--- src/hw/rtl/clpf_pkg.sv ---
// ---------------------------------------------------------------------------
// clpf_pkg
// Shared types and constants for the cascaded low-pass filter.
// ---------------------------------------------------------------------------
package clpf_pkg;

    // Coefficient in unsigned Q1.15; the constant 1.0 is declared one bit wider
    localparam int COEF_W = 16;
    localparam logic [COEF_W:0] COEF_ONE = 17'd32768;

    // Stage count register and its clamped form (room for a count of 16)
    localparam int STAGE_CNT_W = 4;
    localparam int CNT_W       = STAGE_CNT_W + 1;

    // Configuration register indexes
    localparam int CFG_IDX_W = 1;
    localparam logic [CFG_IDX_W-1:0] CFG_SMOOTHING_COEFF = 1'd0;
    localparam logic [CFG_IDX_W-1:0] CFG_STAGES_IN_USE   = 1'd1;

    // Blend rounding: shift out the Q1.15 fraction, round half up
    localparam int BLEND_FRAC = 15;
    localparam int BLEND_HALF = 16384;

    typedef enum logic [1:0] {
        ST_IDLE,
        ST_RUN,
        ST_HOLD
    } state_t;

    // Controls broadcast to every cell of the chain
    typedef struct packed {
        logic              prime;
        logic [COEF_W:0]   coeff;
    } cell_ctrl_t;

endpackage

--- src/hw/rtl/clpf_cell.sv ---
// ---------------------------------------------------------------------------
// clpf_cell
// One first-order low-pass stage: two blends through one shared multiplier,
// first the input blend, then the output blend, and hand the result on.
// ---------------------------------------------------------------------------
module clpf_cell
    import clpf_pkg::*;
#(
    parameter int SAMPLE_BITS = 16
)
(
    input  logic                          clk,
    input  logic                          rst_n,
    input  cell_ctrl_t                    ctrl,
    input  logic signed [SAMPLE_BITS-1:0] prime_sample,
    input  logic                          valid_in,
    input  logic signed [SAMPLE_BITS-1:0] x_in,
    output logic                          valid_out,
    output logic signed [SAMPLE_BITS-1:0] y_out
);

    localparam int PROD_W = SAMPLE_BITS + COEF_W + 3;

    logic signed [SAMPLE_BITS-1:0] xp_reg;
    logic signed [SAMPLE_BITS-1:0] yp_reg;
    logic signed [SAMPLE_BITS-1:0] x_hold_reg;
    logic signed [SAMPLE_BITS-1:0] m_reg;
    logic                          ph2_reg;
    logic                          valid_out_reg;

    logic signed [SAMPLE_BITS-1:0] op_p;
    logic signed [SAMPLE_BITS-1:0] op_q;
    logic signed [SAMPLE_BITS:0]   diff;
    logic signed [PROD_W-1:0]      prod;
    logic signed [PROD_W-1:0]      rnd;
    logic signed [PROD_W-1:0]      shifted;
    logic signed [SAMPLE_BITS-1:0] blend_val;

    // blend(p, q) = q + round(a * (p - q) / 2^15)
    always_comb
    begin
        op_p      = ph2_reg ? m_reg : x_in;
        op_q      = ph2_reg ? yp_reg : xp_reg;
        diff      = {op_p[SAMPLE_BITS-1], op_p} - {op_q[SAMPLE_BITS-1], op_q};
        prod      = PROD_W'($signed({1'b0, ctrl.coeff})) * PROD_W'(diff);
        rnd       = prod + PROD_W'(BLEND_HALF);
        shifted   = rnd >>> BLEND_FRAC;
        blend_val = op_q + $signed(shifted[SAMPLE_BITS-1:0]);
    end

    always_ff @(posedge clk or negedge rst_n)
    begin
        if (!rst_n)
        begin
            ph2_reg       <= 1'b0;
            valid_out_reg <= 1'b0;
        end
        else
        begin
            ph2_reg       <= valid_in;
            valid_out_reg <= ph2_reg;
        end
    end

    always_ff @(posedge clk)
    begin
        if (ctrl.prime)
        begin
            xp_reg <= prime_sample;
            yp_reg <= prime_sample;
        end
        else if (ph2_reg)
        begin
            // second half: commit the stage state
            xp_reg <= x_hold_reg;
            yp_reg <= blend_val;
        end
        if (valid_in && !ph2_reg)
        begin
            m_reg      <= blend_val;
            x_hold_reg <= x_in;
        end
    end

    assign valid_out = valid_out_reg;
    assign y_out     = yp_reg;

    a_no_overlap: assert property (@(posedge clk) disable iff (!rst_n)
        !(valid_in && ph2_reg))
        else $error("clpf_cell: new beat while second blend in progress");

    a_prime_idle: assert property (@(posedge clk) disable iff (!rst_n)
        ctrl.prime |-> !valid_in && !ph2_reg && !valid_out_reg)
        else $error("clpf_cell: prime while a beat is in flight");

    a_out_after_ph2: assert property (@(posedge clk) disable iff (!rst_n)
        valid_in |=> ph2_reg ##1 valid_out_reg)
        else $error("clpf_cell: result not produced two cycles after entry");

endmodule

--- config.mk ---
export PLATFORM = sky130hd
export DESIGN_NAME = clpf_cell
export DESIGN_NICKNAME = d
export VERILOG_FILES = /design/src/hw/rtl/clpf_pkg.sv /design/src/hw/rtl/clpf_cell.sv
export SDC_FILE = /design/constraint.sdc
export NUM_CORES = 1
export LEC_CHECK = 0
export BUFFER_PORTS_ARGS = -buffer_cell sky130_fd_sc_hd__buf_2
export CAP_MARGIN = 20
export CORE_MARGIN = 1.5
export CORE_UTILIZATION = 40
export DETAILED_ROUTE_END_ITERATION = 10
export GPL_TIMING_DRIVEN = 0
export PLACE_DENSITY = 0.55
export SKIP_LAST_GASP = 1
export SLEW_MARGIN = 20
export SYNTH_ARGS = -nofsm -noshare
export SYNTH_HDL_FRONTEND = slang
export SYNTH_SLANG_ARGS = --single-unit
--- constraint.sdc ---
create_clock -name clk -period 14.84 [get_ports clk]
set_input_delay 2.226 -clock clk [delete_from_list [all_inputs] [get_ports clk]]
set_output_delay 2.226 -clock clk [all_outputs]
set_load 0.01 [all_outputs]
---- Yosys cells after proc, flatten, opt, wreduce, memory -nomap -nowiden ----
Index checks and enable logic that the tools add are counted.
word-level totals
  input port bits ......................... 53
  memory bits (read-only) ................. 0
  RAM bits ................................ 0
  word-level logic and storage cells ...... 19
  memories kept ........................... 0
  bits in latches ......................... 0
  register bits after elaboration ......... 66
operators by class
  divide/modulo/power cells ............... 0
  $mul .................................... 1
  $lt $le $gt $ge ......................... 0
  shift operators ......................... 0
  reductions and logical operators ........ 3
  eq/ne operators ......................... 0
  muxes and demuxes ....................... 6
  bitwise logic cells ..................... 0
  add/sub/neg operators ................... 3
operators by type and width
  cell                                             number
  2-to-1 mux 16 bit                                6
  adder 31 x 16 -> 31 bit (second input constant)  1
  multiplier 18 x 17 -> 31 bit                     1
  subtractor 16 x 16 -> 17 bit                     1
  adder 16 bit                                     1
  nonzero test 2 bit                               1
  logical AND 1 bit                                1
  zero test 1 bit                                  1

---- Longest topological paths before layout ----
Gate-level depths: netlist of the first run.
  word-level depth ........................ 7
  gate-level depth with buffers ........... 45

---- Worst setup path after synthesis of the first run ----
No wires, ideal clock.
  path type ............................... input to register
  from .................................... in x_in[0]
  to ...................................... reg yp_reg[15] (netlist: y_out[15]) (data pin)
  slack ................................... 3.488 ns
  required time ........................... 14.580 ns
  arrival ................................. 11.092 ns
  stages on the path ...................... 37
  path buffers ............................ 1
  library setup time ...................... 0.260 ns
  path through ............................ mux2i_1 ha_1 fa_1 nand2b_1 a21oi_1 o21a_1 nor2_1 xnor2_1 clkbuf_1 nand2_1 fa_1 inv_1 fa_1 inv_1 fa_1 fa_1 fa_1 inv_1 fa_1 ha_1 a21o_1 a21o_1 a221o_1 a221oi_4 o21bai_1 a21o_1 a21oi_1 o21bai_1 xor2_1 ha_1 nor3_1 a211o_1 o211ai_1 o211ai_1 xnor3_1 xnor2_1 mux2_2
on the way
  longest elaborated chain between the ends .. 7
RTL lines
  element                       line             source
  start: declaration            clpf_cell.sv:17  input logic signed [SAMPLE_BITS-1:0] x_in,
  2-to-1 mux 16 bit             clpf_cell.sv:42  op_p = ph2_reg ? m_reg : x_in;
  subtractor 16 x 16 -> 17 bit  clpf_cell.sv:44  diff = {op_p[SAMPLE_BITS-1], op_p} - {op_q[SAMPLE_BITS-1], op_q};
  multiplier 18 x 17 -> 31 bit  clpf_cell.sv:45  prod = PROD_W'($signed({1'b0, ctrl.coeff})) * PROD_W'(diff);
  adder 31 x 16 -> 31 bit       clpf_cell.sv:46  rnd = prod + PROD_W'(BLEND_HALF);
  adder 16 bit                  clpf_cell.sv:48  blend_val = op_q + $signed(shifted[SAMPLE_BITS-1:0]);
  net blend_val[15]             clpf_cell.sv:37  logic signed [SAMPLE_BITS-1:0] blend_val;
  2-to-1 mux 16 bit             clpf_cell.sv:72  else if (ph2_reg)
  2-to-1 mux 16 bit             clpf_cell.sv:67  if (ctrl.prime)
  end signal: assignment        clpf_cell.sv:70  yp_reg <= prime_sample;
  end signal: assignment        clpf_cell.sv:76  yp_reg <= blend_val;
  end: declaration              clpf_cell.sv:25  logic signed [SAMPLE_BITS-1:0] yp_reg;
The timed path passes the listed nets, and every way through them passes these cells. The select of a mux whose other input is x is not followed.
A chain may end at the register's enable or synchronous reset.

---- Worst setup path after layout of the first run ----
Ends and elaborated chain as after synthesis.

==> impl_metrics.tcl, run 1 <==
set metrics [dict create \
    outcome "complete, no violations" \
    min_period_ns 13.03 \
    nets 1869 \
    hp-class "flop to flop" \
    rsz0062_at_grt "no" \
    crit_path_start_kind "primary input" \
    drv_slew 0 \
    max-cap-violations 0 \
    hold_ws_ns 0.382 \
    startpoint "x_in[0]" \
    postCtsHoldBufs 0 \
    antenna_found_initial 0 \
    instances_no_fill 1901 \
    coreArea_um2 31800 \
    area_delta_synth_final_pct 9.81 \
    vias_per_cell 4.83 \
    fmax_ghz 0.0768 \
    critical_path.endpoint "y_out[15]" \
    clock_latency_ns 0.33 \
    cts_buffer_depth 2 \
    ys.warnings.count 0 \
    avgSynthCellArea_um2 9.45 \
    path_class "primary input to flop" \
    root_buffer "clkbuf_16" \
    max_slew_margin_pct 27.5 \
    period_share_pct 87.8 \
    clkTransAtPathRegs_ns 0.06 \
    routed_wl_um 31600 \
    dr_total_vias 9183 \
    r2r-end "y_out[15]" \
    antenna_left 0 \
    r2r_start "ph2_reg" \
    wire_per_inst_um 16.6 \
    post_cts_buffers 0 \
    crit_arrival_ns 13.11 \
    syn_inst 1380 \
    skew_ns 0.00850 \
    crit_path_top_delay_cell "xnor2_1" \
    place_congestion 0.854 \
    synth-async-reset-ratio_pct 3.03 \
    synth.largest_area_cell "fa_1" \
    tightestPinTransition_ns 1.08 \
    ys_top_cells_by_area "fa_1 35%, edfxtp_1 15%, ha_1 13%" \
    cts_resized 0 \
    syn_area_um2 13000 \
    htreeDepth 3 \
    die_y_um 184 \
    slowest_delay_ns 0.83 \
    drc_errors 0 \
    synth_seq_cells 66 \
    ys_types 53 \
    dp_hpwl_um 26700 \
    cp_common_cell "fa_1" \
    numPortBuffers 68 \
    grt_pass1_wl_um 51600 \
    seq_area_um2 1970 \
    row_count 65 \
    final-setup-viol-count 0 \
    start_util_pct 41.0 \
    dpl.cell_count 1884 \
    cts-buffers-inserted 9 \
    tns_ns 0 \
    fp.dieArea_um2 33700 \
    ff2ff_path_depth 42 \
    synth_edf_count 64 \
    synth_ff_type "edfxtp_1" \
    worstPathRequired_ns 14.92 \
    multi_input_area_um2 9680 \
    drt_iter0_drc 430 \
    n_fill_cell 3072 \
    drive_gt1_share_pct 8.40 \
    grt_pass1_vias 9680 \
    ios 70 \
    grt_max_degree 33 \
    syn-num-nets 1789 \
    cp_max_fo 10 \
    seq_area_frac_synth_pct 15.1 \
    rrSetupSlack_ns 1.96 \
    finalHoldViolCount 0 \
    synth_top_area_share_pct 34.5 \
    die_x_um 184 \
    grtUsageTotal_pct 20.1 \
    cts_sinks 66 \
    cts_tree "done" \
    cp-end-kind "flop" \
    drt_first_pass_iters 5 \
    globalRouteOverflowTotal 0 \
]
[stage by stage]
stage                     setup WS [ns]  utilization, %  cell area [µm²]
after floorplan                    3.49               -            13000
after global placement             1.41            43.8            13900
after detailed placement           1.48            43.9            14000
after CTS                          1.81            45.0            14300
after global routing               1.28            45.0            14300
final                              1.81            45.0            14300
[layer usage]
metal	up-vias	wire, µm	global-route usage (%)
met5	-	0	0
met4	0	578	4.07
met3	26	1300	2.12
met2	179	15800	35.5
met1	4614	13900	26.7
li1	4364	-	-
[worst min-delay path by stage]
| stage | from | endpoint | slack (ns) | cells after the start |
|---|---|---|---|---|
| finish | ph2_reg | valid_out | 0.38 | 0 |
| global route | ph2_reg | valid_out | 0.39 | 0 |
| CTS | ph2_reg | valid_out | 0.39 | 0 |
| detailed placement | ph2_reg | valid_out | 0.36 | 0 |
| global placement | ph2_reg | valid_out | 0.36 | 0 |
| floorplan | ph2_reg | valid_out | 0.35 | 0 |
[critical path: cells and delay by family]
family,cells,cell delay (ns)
buffers and inverters,7,0.86
and+or+nand+nor,9,1.49
xor gates and xnor gates,3,1.43
muxes,2,0.33
adders and majority gates,10,4.26
AOI/OAI and AO/OA,10,2.54
[cells in the final DEF, fill, tap and decap left out, types with 3 or more instances in the layout]
master     synthesis  final
clkbuf_16          0      9
fa_1             225    225
and2_1            83     83
xor2_1             8      8
nand3_1            5      5
nand2_1          177    177
mux2_2            28     28
edfxtp_1          64     64
or3_1              5      5
nor3b_1            3      3
o21ai_0           26     26
nor2b_1           39     38
mux2i_1           17     17
a21o_1             9      9
ha_1             131    131
o21bai_1           7      7
clkbuf_1          43     43
a21oi_1           23     23
nand2b_1          20     20
nand4_1            3      3
bufinv_16          0      3
buf_2              1     69
inv_1            331    331
o21a_1             8      8
o211ai_1           5      5
xnor2_1           38     36
nor3_1            10     10
nor2_1            34     34
[final cells by class]
cell class                 count  area share [%]
multi-input combinational    939            67.6
sequential                    66            13.8
inverter                     331            8.68
tap                          435            3.80
timing repair buffer          69            2.57
clock buffer                   9            1.57
buffer                        44            1.16
clock inverter                 7           0.813
antenna                        1          0.0175
[synthesized netlist by cell type (3+ instances only)]
library cell and n:
inv_1 331, fa_1 225, nand2_1 177, ha_1 131
and2_1 83, edfxtp_1 64, clkbuf_1 43, nor2b_1 39
xnor2_1 38, nor2_1 34, mux2_2 28, o21ai_0 26
a21oi_1 23, nand2b_1 20, mux2i_1 17, nor3_1 10
a21o_1 9, o21a_1 8, xor2_1 8, o21bai_1 7
nand3_1 5, o211ai_1 5, or3_1 5, nand4_1 3
nor3b_1 3
[cells by family (layout without fill, tap and decap cells)]
family	count (synthesis)	after routing	synth area share, %
compound gates	101	101	5.33
xor+xnor	47	47	3.26
fa+ha+maj	356	356	47.1
buf+inv	375	460	10.8
flops	66	66	15.1
mux	45	45	3.72
other cells	0	1	0
simple gates	390	390	14.7
Power of run 1 is left out: the tool's default activity adds up to more than one toggle a clock period on the data nets, which glitch-free logic cannot reach.
==> run 2: changes to the inputs <==
--- a/config.mk
+++ b/config.mk
@@ -7,11 +7,13 @@
 export LEC_CHECK = 0
 export BUFFER_PORTS_ARGS = -buffer_cell sky130_fd_sc_hd__buf_2
 export CAP_MARGIN = 20
+export CELL_PAD_IN_SITES_DETAIL_PLACEMENT = 0
+export CELL_PAD_IN_SITES_GLOBAL_PLACEMENT = 1
 export CORE_MARGIN = 1.5
 export CORE_UTILIZATION = 40
 export DETAILED_ROUTE_END_ITERATION = 10
 export GPL_TIMING_DRIVEN = 0
-export PLACE_DENSITY = 0.55
+export PLACE_DENSITY = 0.68
 export SKIP_LAST_GASP = 1
 export SLEW_MARGIN = 20
 export SYNTH_ARGS = -nofsm -noshare
==> run 2 against run 1 <==
Global-route usage grew 0.99 points. Hold slack gained 0.0028 ns. Non-clock buffer count is the same. Via count grew 0.51%. Die area is the same. Fmax grew 0.15%. Routed wire length grew 5.4%. First-iteration DRC count shrank 13%. Flip-flop and latch count is the same. Largest cell class unchanged. Highest routed layer unchanged. Register-to-register slack gained 0.07 ns.
==> impl_metrics.tcl, run 2 (synthesized netlist as in run 1, its figures left out) <==
set metrics [dict create \
    outcome "complete, no violations" \
    max-cap-violations 0 \
    dr_total_vias 9230 \
    rsz0062_at_grt "no" \
    final_cell_mix "331 x inv_1, 225 x fa_1, 177 x nand2_1, 131 x ha_1, 83 x and2_1" \
    path_class "primary input to flop" \
    grt_pass1_wl_um 53800 \
    period_share_pct 87.7 \
    max_slew_margin_pct 28.4 \
    globalRouteOverflowTotal 0 \
    cts_tree "done" \
    cp_common_cell "fa_1" \
    hold_ws_ns 0.385 \
    crit_arrival_ns 13.10 \
    worstPathRequired_ns 14.93 \
    finalHoldViolCount 0 \
    die_y_um 184 \
    cts_resized 0 \
    wire_per_inst_um 17.5 \
    drt_first_pass_iters 4 \
    fmax_ghz 0.0769 \
    skew_ns 0.0101 \
    start_util_pct 41.0 \
    crit_path_top_delay_cell "xnor2_1" \
    ios 70 \
    die_x_um 184 \
    grt_max_degree 33 \
    hp-class "flop to flop" \
    r2r_start "ph2_reg" \
    cp-end-kind "flop" \
    crit_path_start_kind "primary input" \
    drc_errors 0 \
    row_count 65 \
    tns_ns 0 \
    area_delta_synth_final_pct 9.75 \
    place_congestion 0.834 \
    tightestPinTransition_ns 1.07 \
    final-setup-viol-count 0 \
    postCtsHoldBufs 0 \
    antenna_found_initial 2 \
    min_period_ns 13.01 \
    hold_start "ph2_reg" \
    cts_sinks 66 \
    clock_latency_ns 0.34 \
    dp_hpwl_um 27600 \
    vias_per_cell 4.86 \
    coreArea_um2 31800 \
    cts-buffers-inserted 9 \
    post_cts_buffers 0 \
    clkTransAtPathRegs_ns 0.06 \
    cp_max_fo 10 \
    root_buffer "clkbuf_16" \
    routed_wl_um 33300 \
    final_common_cell "inv_1" \
    numPortBuffers 68 \
    nets 1869 \
    drv_slew 0 \
    fp.dieArea_um2 33700 \
    drive_gt1_share_pct 8.46 \
    grtUsageTotal_pct 21.1 \
    slowest_delay_ns 0.83 \
    drt_iter0_drc 375 \
    antenna_left 0 \
    startpoint "x_in[0]" \
    cts_buffer_depth 2 \
    htreeDepth 3 \
    grt_pass1_vias 10015 \
]
[run 2: cell types whose count changed in the layout (fill, tap and decap cells not counted), sizes merged]
cell	before	now
bufinv	3	2
clkbuf	52	53
[run 2: metrics by stage]
stage | cells | setup slack, ns | utilization (%) | instance area (µm²)
3_5_place_dp | 1884 | 1.42 | 43.9 | 14000
2_1_floorplan | 1380 | 3.49 | - | 13000
3_3_place_gp | 1883 | 1.42 | 43.8 | 13900
6_report | 1901 | 1.83 | 45.0 | 14300
5_1_grt | 1900 | 1.11 | 45.0 | 14300
4_1_cts | 1900 | 1.76 | 44.9 | 14300
[run 2: worst paths after layout]
| path | endpoint | slack, ns | cells after the start |
|---|---|---|---|
| setup / recovery | y_out[15] | 1.83 | 43 |
| hold / removal | valid_out | 0.38 | 0 |
| setup reg to reg | y_out[15] | 2.03 | 44 |
| hold reg to reg | valid_out | 0.38 | 0 |
| max in group asynchronous | valid_out | 13.08 | 1 |
| min in group asynchronous | ph2_reg | 1.66 | 1 |
[run 2: area by class of cell]
cell class,count,area (µm²)
fillers,3156,17500
multi-input cells,939,9700
flip-flops and latches,66,1970
inverters,331,1240
well taps,435,544
repair buffers,69,368
clock buffers,10,229
plain buffers,44,166
clock inverters,6,90.1
diodes,1,2.50
[run 2: layer usage]
layer	track usage, %	part of all wire (%)
met5	0	0
met4	4.98	1.9
met3	2.40	3.1
met2	36.7	49
met1	28.1	46
[run 2: worst max-delay path, delay by kind of cell]
kind | cells | cell delay, ns
compound gates | 12 | 2.81
mux | 2 | 0.33
simple gates | 9 | 1.40
buf+inv | 7 | 0.92
fa+ha+maj | 10 | 3.99
xor+xnor | 3 | 1.43
Power of run 2 is left out for the same reason.
==> run 3: changes to the inputs <==
--- a/config.mk
+++ b/config.mk
@@ -12,8 +12,10 @@
 export CORE_MARGIN = 1.5
 export CORE_UTILIZATION = 40
 export DETAILED_ROUTE_END_ITERATION = 10
+export GPL_ROUTABILITY_DRIVEN = 0
 export GPL_TIMING_DRIVEN = 0
 export PLACE_DENSITY = 0.68
+export RECOVER_POWER = 50
 export SKIP_LAST_GASP = 1
 export SLEW_MARGIN = 20
 export SYNTH_ARGS = -nofsm -noshare
==> run 3 against run 2 <==
Core utilization down 0.24 points. Routed wire length down 0.10%. Hold slack better by 0.00053 ns. Fmax about the same. Via count decreased by 0.52%. Final area down 0.53%. Sequential share of layout area grew 0.074 points. Count of clock-buffer cells in the layout unchanged. Clock skew decreased by 0.00051 ns. Worst setup slack got worse by 0.011 ns.
==> impl_metrics.tcl, run 3 (synthesized netlist as in run 1, its figures left out) <==
set metrics [dict create \
    outcome "complete, no violations" \
    drive_gt1_share_pct 6.01 \
    r2r_start "ph2_reg" \
    fp.dieArea_um2 33700 \
    start_util_pct 41.0 \
    tightestPinTransition_ns 1.43 \
    startpoint "x_in[0]" \
    path_class "primary input to flop" \
    final_cell_mix "331 x inv_1, 225 x fa_1, 177 x nand2_1, 131 x ha_1, 83 x and2_1" \
    use_met2_pct 36.7 \
    crit_path_top_delay_cell "xnor2_1" \
    row_count 65 \
    cp-end-kind "flop" \
    placed_area_um2 14000 \
    cp_max_fo 10 \
    max_slew_margin_pct 4.58 \
    grtUsageMet3_pct 2.40 \
    finalInstanceArea_um2 14200 \
    drc_errors 0 \
    postCtsHoldBufs 0 \
    antenna_left 0 \
    dp_slack_ns 1.42 \
    wire_per_inst_um 17.5 \
    slowest_delay_ns 0.85 \
    dp_hpwl_um 27600 \
    busiest_layer "met2" \
    cts_resized 0 \
    grtUsageTotal_pct 21.1 \
    rsz0062_at_grt "no" \
    cts_buffer_depth 2 \
    skew_ns 0.00962 \
    drt_iter0_drc 360 \
    cts-buffers-inserted 9 \
    period_share_pct 87.7 \
    finalHoldViolCount 0 \
    clock_latency_ns 0.34 \
    numPortBuffers 68 \
    max-cap-violations 0 \
    critical_path.endpoint "y_out[15]" \
    post_cts_buffers 0 \
    antenna_found_initial 2 \
    clkTransAtPathRegs_ns 0.06 \
    root_buffer "clkbuf_16" \
    grt_pass1_vias 10015 \
    drt_first_pass_iters 5 \
    rrSetupSlack_ns 2.08 \
    dr_total_vias 9182 \
    htreeDepth 3 \
    cts_sinks 66 \
    cp_common_cell "fa_1" \
    fmax_ghz 0.0768 \
    drv_slew 0 \
    ff2ff_path_depth 44 \
    crit_arrival_ns 13.11 \
    final-setup-viol-count 0 \
    ios 70 \
    globalRouteOverflowTotal 0 \
    vias_per_cell 4.83 \
    hp-class "flop to flop" \
    met1_usage_pct 28.1 \
    min_period_ns 13.02 \
    r2r-end "y_out[15]" \
    setup_ws_ns 1.82 \
    crit_path_start_kind "primary input" \
    nets 1869 \
    cts_tree "done" \
    coreArea_um2 31800 \
    tns_ns 0 \
    worstPathRequired_ns 14.93 \
    area_delta_synth_final_pct 9.16 \
    grt_max_degree 33 \
    die_y_um 184 \
    final_common_cell "inv_1" \
    whs_path_depth 0 \
    routed_wl_um 33200 \
    die_x_um 184 \
    grt_pass1_wl_um 53800 \
    diodes 0 \
]
## run 3: cell types whose count changed in the layout (fill, tap and decap cells not counted), sizes merged
cell	change
diode	-1
clkbuf	+35
buf	-35
## run 3: routing by layer
| layer | routed length, µm | up-vias | share of wire (%) |
|---|---|---|---|
| met1 | 14700 | 4612 | 44 |
| li1 | - | 4368 | - |
| met4 | 455 | 0 | 1.4 |
| met5 | 0 | - | 0 |
| met3 | 1560 | 29 | 4.7 |
| met2 | 16500 | 173 | 50 |
## run 3: worst min-delay path by stage
stage | from | to | slack (ns)
2_1_floorplan | ph2_reg | valid_out | 0.35
3_3_place_gp | ph2_reg | valid_out | 0.36
3_5_place_dp | ph2_reg | valid_out | 0.36
4_1_cts | ph2_reg | valid_out | 0.39
5_1_grt | ph2_reg | valid_out | 0.40
6_report | ph2_reg | valid_out | 0.39
## run 3: area by class of cell
class / count / area [µm²]
buffer: 44 / 166
clock buffer: 10 / 229
clock inverter: 6 / 90.1
fill: 3162 / 17600
inverter: 331 / 1240
multi-input combinational: 939 / 9690
sequential: 66 / 1970
tap: 435 / 544
timing repair buffer: 69 / 302
## run 3: worst max-delay path, delay by kind of cell
| kind | cells | cell delay [ns] |
|---|---|---|
| and+or+nand+nor | 9 | 1.38 |
| AOI/OAI and AO/OA | 12 | 2.78 |
| adders and majority gates | 10 | 3.98 |
| buffers and inverters | 7 | 0.95 |
| muxes | 2 | 0.35 |
| xor gates and xnor gates | 3 | 1.45 |
## run 3: through the flow
step / utilization, % / cells / hold WS, ns
6_report: 44.8 / 1900 / 0.385
4_1_cts: 44.9 / 1900 / 0.386
3_3_place_gp: 43.8 / 1883 / 0.363
2_1_floorplan: - / 1380 / 0.352
5_1_grt: 44.8 / 1900 / 0.403
3_5_place_dp: 43.9 / 1884 / 0.363
Power of run 3 is left out for the same reason.
